File: src/hdl/sbfh_pkg.sv
package sbfh_pkg;

	localparam int CoordW = 32;
	localparam int DiffW  = CoordW + 1;   // span of two coordinates
	localparam int QuoW   = 17;           // t in Q1.16, 65536 = 1.0
	localparam int ProdW  = DiffW + QuoW + 1;
	localparam int PntW   = CoordW + 4;
	localparam int EpsW   = 16;
	localparam int NumAx  = 3;
	localparam int NumFc  = 6;
	localparam int FaceW  = 3;
	localparam logic [EpsW-1:0] EpsReset = 16'd66;

	typedef struct packed {
		logic signed [CoordW-1:0] seg_start_x;
		logic signed [CoordW-1:0] seg_start_y;
		logic signed [CoordW-1:0] seg_start_z;
		logic signed [CoordW-1:0] seg_end_x;
		logic signed [CoordW-1:0] seg_end_y;
		logic signed [CoordW-1:0] seg_end_z;
		logic signed [CoordW-1:0] box_min_x;
		logic signed [CoordW-1:0] box_min_y;
		logic signed [CoordW-1:0] box_min_z;
		logic signed [CoordW-1:0] box_max_x;
		logic signed [CoordW-1:0] box_max_y;
		logic signed [CoordW-1:0] box_max_z;
	} in_t;

	typedef struct packed {
		logic             hit;
		logic [QuoW-1:0]  hit_param;
		logic [FaceW-1:0] hit_face;
	} out_t;

	// per-item data riding alongside the dividers
	typedef struct packed {
		logic                                  vld;
		logic [NumFc-1:0]                      keep;
		logic [NumAx-1:0][DiffW-1:0]           dif;
		logic [NumAx-1:0][CoordW-1:0]          st;
		logic [NumAx-1:0][CoordW-1:0]          lo;
		logic [NumAx-1:0][CoordW-1:0]          hi;
	} side_t;

endpackage

File: src/hdl/sbfh_div.sv
// Pipelined restoring divider, one quotient bit per stage.
// Requires num <= den; quo = floor(num * 2^16 / den).
module sbfh_div import sbfh_pkg::*; (
	input  logic             clk,
	input  logic [DiffW-1:0] num,
	input  logic [DiffW-1:0] den,
	output logic [QuoW-1:0]  quo
);

	logic [DiffW-1:0] rem_s [QuoW];
	logic [DiffW-1:0] den_s [QuoW];
	logic [QuoW-1:0]  quo_s [QuoW];

	always_ff @(posedge clk) begin
		if (num >= den) begin
			rem_s[0] <= num - den;
			quo_s[0] <= {{(QuoW-1){1'b0}}, 1'b1};
		end else begin
			rem_s[0] <= num;
			quo_s[0] <= '0;
		end
		den_s[0] <= den;
	end

	for (genvar i = 1; i < QuoW; i++) begin : g_step
		logic [DiffW:0] sh;
		logic [DiffW:0] sub;
		logic           ge;
		assign sh  = {rem_s[i-1], 1'b0};
		assign ge  = sh >= {1'b0, den_s[i-1]};
		assign sub = sh - {1'b0, den_s[i-1]};
		always_ff @(posedge clk) begin
			rem_s[i] <= ge ? sub[DiffW-1:0] : sh[DiffW-1:0];
			quo_s[i] <= {quo_s[i-1][QuoW-2:0], ge};
			den_s[i] <= den_s[i-1];
		end
	end

	assign quo = quo_s[QuoW-1];

endmodule

File: config.mk
export PLATFORM = sky130hd
export DESIGN_NAME = sbfh_div
export DESIGN_NICKNAME = d
export VERILOG_FILES = /design/src/hdl/sbfh_pkg.sv /design/src/hdl/sbfh_div.sv
export SDC_FILE = /design/constraint.sdc
export NUM_CORES = 2
export LEC_CHECK = 0
export ABC_CLOCK_PERIOD_IN_PS = 3900
export BUFFER_PORTS_ARGS = -buffer_cell sky130_fd_sc_hd__buf_2
export CORE_ASPECT_RATIO = 1.25
export CORE_UTILIZATION = 25
export CTS_CLUSTER_SIZE = 24
export DETAILED_ROUTE_END_ITERATION = 10
export PLACE_DENSITY = 0.4
export SYNTH_ARGS = -nofsm -noshare
export SYNTH_HDL_FRONTEND = slang
export SYNTH_SLANG_ARGS = --single-unit
File: constraint.sdc
create_clock -name clk -period 3.9 [get_ports clk]
set_clock_uncertainty 0.1 [all_clocks]
set_input_delay 0.585 -clock clk [delete_from_list [all_inputs] [get_ports clk]]
set_output_delay 0.585 -clock clk [all_outputs]
set_load 0.05 [all_outputs]
[Word level (Yosys, flattened, before mapping)]
Memory sizes are Yosys's and may differ from the RTL's.
Cells that the tools add are included.
Widths: inputs -> output; s select.
Cells by class
  muxes and demuxes: 21
  div/mod/pow operators: 0
  multipliers: 0
  $add $sub $neg: 17
  reduce and logical (&&, ||, !) cells: 0
  $lt $le $gt $ge: 17
  equality and inequality tests: 0
  bitwise logic cells: 2
  shift operators: 0
Operator list (count)
  $mux 33: 17
  $sub 33x33->33: 17
  $ge 34x33->1: 16
  $ge 33x33->1: 1
  $mux 17: 1
  $mux 1: 3
  $or 1x1->1: 2
Word-level totals
  bits in read-only memories: 0
  memories: 3
  output and inout bits: 17
  latch bits: 0
  memory bits (writable): 1411
  logic and storage cells: 60
  register bits: 0
Memories
  den_s: words 17, width 33, rd ports 16, clocked after memory_dff 0, write ports 17, RTL line sbfh_div.sv:11  | logic [DiffW-1:0] den_s [QuoW];
  rem_s: words 17, width 33, rd ports 16, clocked after memory_dff 0, write ports 17, RTL line sbfh_div.sv:10  | logic [DiffW-1:0] rem_s [QuoW];
  quo_s: words 17, width 17, rd ports 17, clocked after memory_dff 0, write ports 17, RTL line sbfh_div.sv:12  | logic [QuoW-1:0] quo_s [QuoW];

[Depth between registers and ports, before layout]
  depth in word-level cells: 4
  mapped depth: 15
  depth with buffers taken out: 13

[Worst setup path after synthesis]
Ideal clock, no wire load.
  path type: register -> register
  start: mem rem_s[0][330] (netlist name)
  end: mem rem_s[0][368] (netlist name)
  arrival time: 2.988 ns
  cell stages (with the launch flop): 15
  path buffers: 2
  slack: 0.692 ns
  cell sequence: dfxtp_1 -> inv_1 -> fa_1 -> nor2b_1 -> o211ai_2 -> a311o_1 -> a211oi_2 -> and4_1 -> o21ai_2 -> a31oi_1 -> a211o_1 -> a211o_1 -> buf_2 -> buf_6 -> mux2_2
RTL lines (RTL line)
  from (decl): sbfh_div.sv:10

==> reports/qor.txt <==
========================================================================================================
Ys flop type                                                                                     dfxtp_1
CP Launch Point                                                                             rem_s[0][165]
Mean instance size in the synthesized netlist                                                  8.967 um2
Fmax                                                                                           262.9 MHz
Standard cell with the maximum stage delay on the critical path                                  o21ai_0
Area of the mapped netlist                                                                     59860 um2
Crit path capture type                                                                              flop
Static Leakage                                                                                  32.66 nW
Pwr per Cell Area                                                                           960.5 nW/um2
Final RePlAce weighted congestion                                                                 0.8969
Total stage count of the critical path                                                                14
Post-synthesis sequential element count                                                             1209
Endpoint arrival time on the critical path                                                       4.36 ns
Global-route wire length before repair                                                         268800 um
Number of max-capacitance violations reported                                                          0
Pin count of the biggest net entering global routing                                                  42
Sequential share of the synthesized area                                                          40.43%
Pin slew with the least headroom to its limit                                                  0.8296 ns
Critical path start-end classification                                                           reg2reg
CP top delay family                                                                         compound AO/OA/AOI/OAI gates
Number of levels the H-tree was split into                                                             4
Placeable Area                                                                                237700 um2
Clock latency at the later pin of the worst-skew pair                                            0.82 ns
Worst endpoint required time                                                                     4.46 ns
Post-DP HPWL                                                                                   143200 um
Vias in the first global route                                                                     49250
Post-synthesis share of cell area spent on xor and xnor gates                                     6.496%
Width of the die                                                                                439.7 um
Crit share post-route                                                                             97.54%
Placed instance count                                                                               9997
Sum of overflow across all layers after global routing                                                 0
Buffers and inverters on the worst path                                                                3
Aggregate routed wire length                                                                   175100 um
CTS Root Cell                                                                                  clkbuf_16
Std cell rows                                                                                        200
Layout cells sized above 1                                                                        11.82%
Total GRT Usage                                                                                   14.20%
Storage cell area                                                                              24200 um2
Area of all placed cells without fillers                                                       71400 um2
Max clock buf depth                                                                                    4
Height of the die                                                                               549.1 um
TritonCTS Buffers                                                                                    151
Sort of element at the start of the critical path                                                   flop
Post-layout minimum cycle time                                                                  3.804 ns
Multiplexer share of the synthesized area                                                         3.463%
Worst Hold Class                                                                                 reg2reg
WL per Instance                                                                                 16.96 um
Number of nets in the final layout                                                                  7730
Post-route worst hold slack                                                                    0.1784 ns
Critical-path cell list                                                                     inv_1, fa_1, nor2b_1, o31ai_1, a21oi_1, a21o_1, a31oi_2, buf_4, o21ai_0, a21oi_1, buf_4, o21ai_0, xor2_1, mux2_2
Share of flip-flops with an asynchronous set or reset                                                 0%
FF-to-FF Start                                                                              rem_s[0][165]
Destination of the worst register-to-register timing path                                   rem_s[0][230]
Count of port buffers added during placement                                                          83
End point of the critical path                                                              rem_s[0][230]
Via-per-instance ratio                                                                             4.544
Layout fillers                                                                                     25110
IR Drop Worst-Case VDD                                                                         0.3482 mV
Crit-path max FO                                                                                       4
Slew margin rel.                                                                                  44.36%
Signed area change from the synthesized netlist to the final layout                               19.28%
Critical path's largest stage delay                                                              0.53 ns
Post-CTS clock slew at the launch and capture registers of the worst setup and hold paths        0.06 ns
Result of the run                                                                           complete, no violations
IO Pins                                                                                               84
Via count                                                                                          46920
Count of flip-flops with a built-in enable after synthesis                                             0
Complex-gate fraction of the synthesized area                                                     19.56%
Pwr Total                                                                                       68.58 mW
Initial antenna violation count                                                                        1
Adder-Cell Fraction of Synth Area                                                                 12.24%
Basic-gate share of the synthesized area counting and, or, nand and nor cells                     12.10%
Core utilization of the finished layout                                                           30.04%
Largest family of logic cells by synthesized area                                           compound AO/OA/AOI/OAI gates
Hold Violations, Final                                                                                 0
Final setup viols                                                                                      0
Area enclosed by the die boundary                                                             241400 um2
Total count of max-transition violations in the final report                                           0
Detailed Route Iter0 Violations                                                                     2129
Starting Density                                                                                  25.18%
Number of remaining DRC errors                                                                         0
Post-route non-filler standard cell count                                                          10330
Cell area after placement                                                                      65830 um2
Distinct cells, synth                                                                                 96
Syn nets                                                                                            7319
Cell count after synthesis                                                                          6676
Clk sinks                                                                                           1209
Length of the first detailed-routing pass in iterations                                                7
Depth of the worst register-to-register path                                                          14
Residual antenna-violating net count after detailed routing                                            0
R2R Setup Slk                                                                                     0.1 ns
Synth warnings                                                                                         0
Clock tree from TritonCTS                                                                           done
Total area of multi-input combinational cells                                                  32360 um2
========================================================================================================
how the worst min path moves through the flow:
stage	from	end	slack, ns	cells past startpoint
floorplan	quo_s[9][9]	quo_s[10][10]	0.21	0
global placement	quo_s[9][4]	quo_s[10][5]	0.21	0
detailed placement	quo_s[11][7]	quo_s[12][8]	0.21	0
CTS	den_s[0][174]	den_s[0][207]	0.18	0
global route	den_s[0][174]	den_s[0][207]	0.20	0
finish	quo_s[13][1]	quo_s[14][2]	0.18	0
metrics by stage:
step	setup slack, ns	setup TNS [ns]
after floorplan	0.6915	0
final	0.09613	0
after global placement	-0.07181	-0.07181
after detailed placement	-0.06578	-0.08103
after CTS	0.03011	0
after global routing	-0.02298	-0.03244
what timing repair did:
action / 4_1_cts / 5_1_grt
hold buffers: 66 / 0
endpoints found under the setup margin: 3 / 54
hold endpoints to repair: 66 / 0
setup buffers: 0 / 1
gates cloned: 1 / 0
pin swaps: 0 / 1
resized for setup: 2 / 8
cell usage after synthesis (all sizes together) (14+ instances only):
master  count  area share (%)
mux2      173             3.3
ha        560              12
nor2      403             2.5
a211oi     48            0.64
nand4      94            0.98
o21a       67            0.84
a21boi     16            0.20
xnor2     242             3.5
or2        20            0.21
o21bai     64            0.80
and2       31            0.32
o31ai      48            0.61
a211o      24            0.35
o21ai     468             3.9
nand3      96            0.80
a21oi     588             4.9
and3       47            0.49
xor2      202             3.0
and4       15            0.22
o31a       18            0.26
buf        50            0.53
nand2     497             3.1
nand2b     76            0.79
a31o       18            0.26
inv       709             4.4
a41oi      14            0.26
nor4       20            0.23
fa         16            0.54
o211ai     34            0.44
a31oi      55            0.61
dfxtp    1209              40
a21o      260             3.3
clkbuf    118            0.74
nor3       77            0.64
or3        28            0.29
nor2b      85            0.89
where the power goes:
group	leakage, nW	switching [mW]	internal [mW]	total, mW
registers	10.2	2.45	16.5	19.0
logic	20.1	19.9	16.0	35.9
clock network	2.40	5.42	8.34	13.8
total	32.7	27.7	40.8	68.6
sequential cells by signal, summed over array words and instances (netlist names):
name	count
quo_s	153
rem_s	528
den_s	528
cell type report:
| class | count | share of cell area, % |
|---|---|---|
| flip-flops and latches | 1209 | 33.90 |
| clock buffers | 204 | 5.951 |
| clock inverters | 56 | 0.8534 |
| inverters | 709 | 3.727 |
| well taps | 3131 | 5.487 |
| multi-input cells | 4591 | 45.32 |
| diodes | 1 | 0.003505 |
| repair buffers | 425 | 4.759 |
worst reg2reg max path, cell delays in order (launching register included):
cell and delay [ns]:
dfxtp_1 0.33, inv_1 0.07, fa_1 0.46, nor2b_1 0.23
o31ai_1 0.13, a21oi_1 0.26, a21o_1 0.22, a31oi_2 0.20
buf_4 0.22, o21ai_0 0.25, a21oi_1 0.13, buf_4 0.16
o21ai_0 0.53, xor2_1 0.12, mux2_2 0.29
logic make-up after synthesis:
group,Yosys count
compound gates,1855
flops,1209
xor+xnor,444
simple gates,1531
mux,184
buf+inv,877
fa+ha+maj,576
placed cells by master, fill, tap and decap left out, drive strengths merged, types with 67 or more instances in the layout:
cell,Yosys,routed
dfxtp,1209,1209
inv,709,714
a21oi,588,588
ha,560,560
nand2,497,497
o21ai,468,468
nor2,403,403
buf,50,359
a21o,260,260
xnor2,242,242
clkbuf,118,204
xor2,202,202
mux2,173,173
nand3,96,96
nand4,94,94
nor2b,85,85
nor3,77,77
nand2b,76,76
o21a,67,67
per-layer routing:
metal / vias to the layer above / track usage (%) / wire length, um
li1: 23980 / - / -
met1: 21790 / 12.07 / 58760
met2: 698 / 29.37 / 98240
met3: 445 / 1.895 / 4390
met4: 0 / 10.07 / 13710
met5: - / 0 / 0
(Power assumes the default switching activity.)
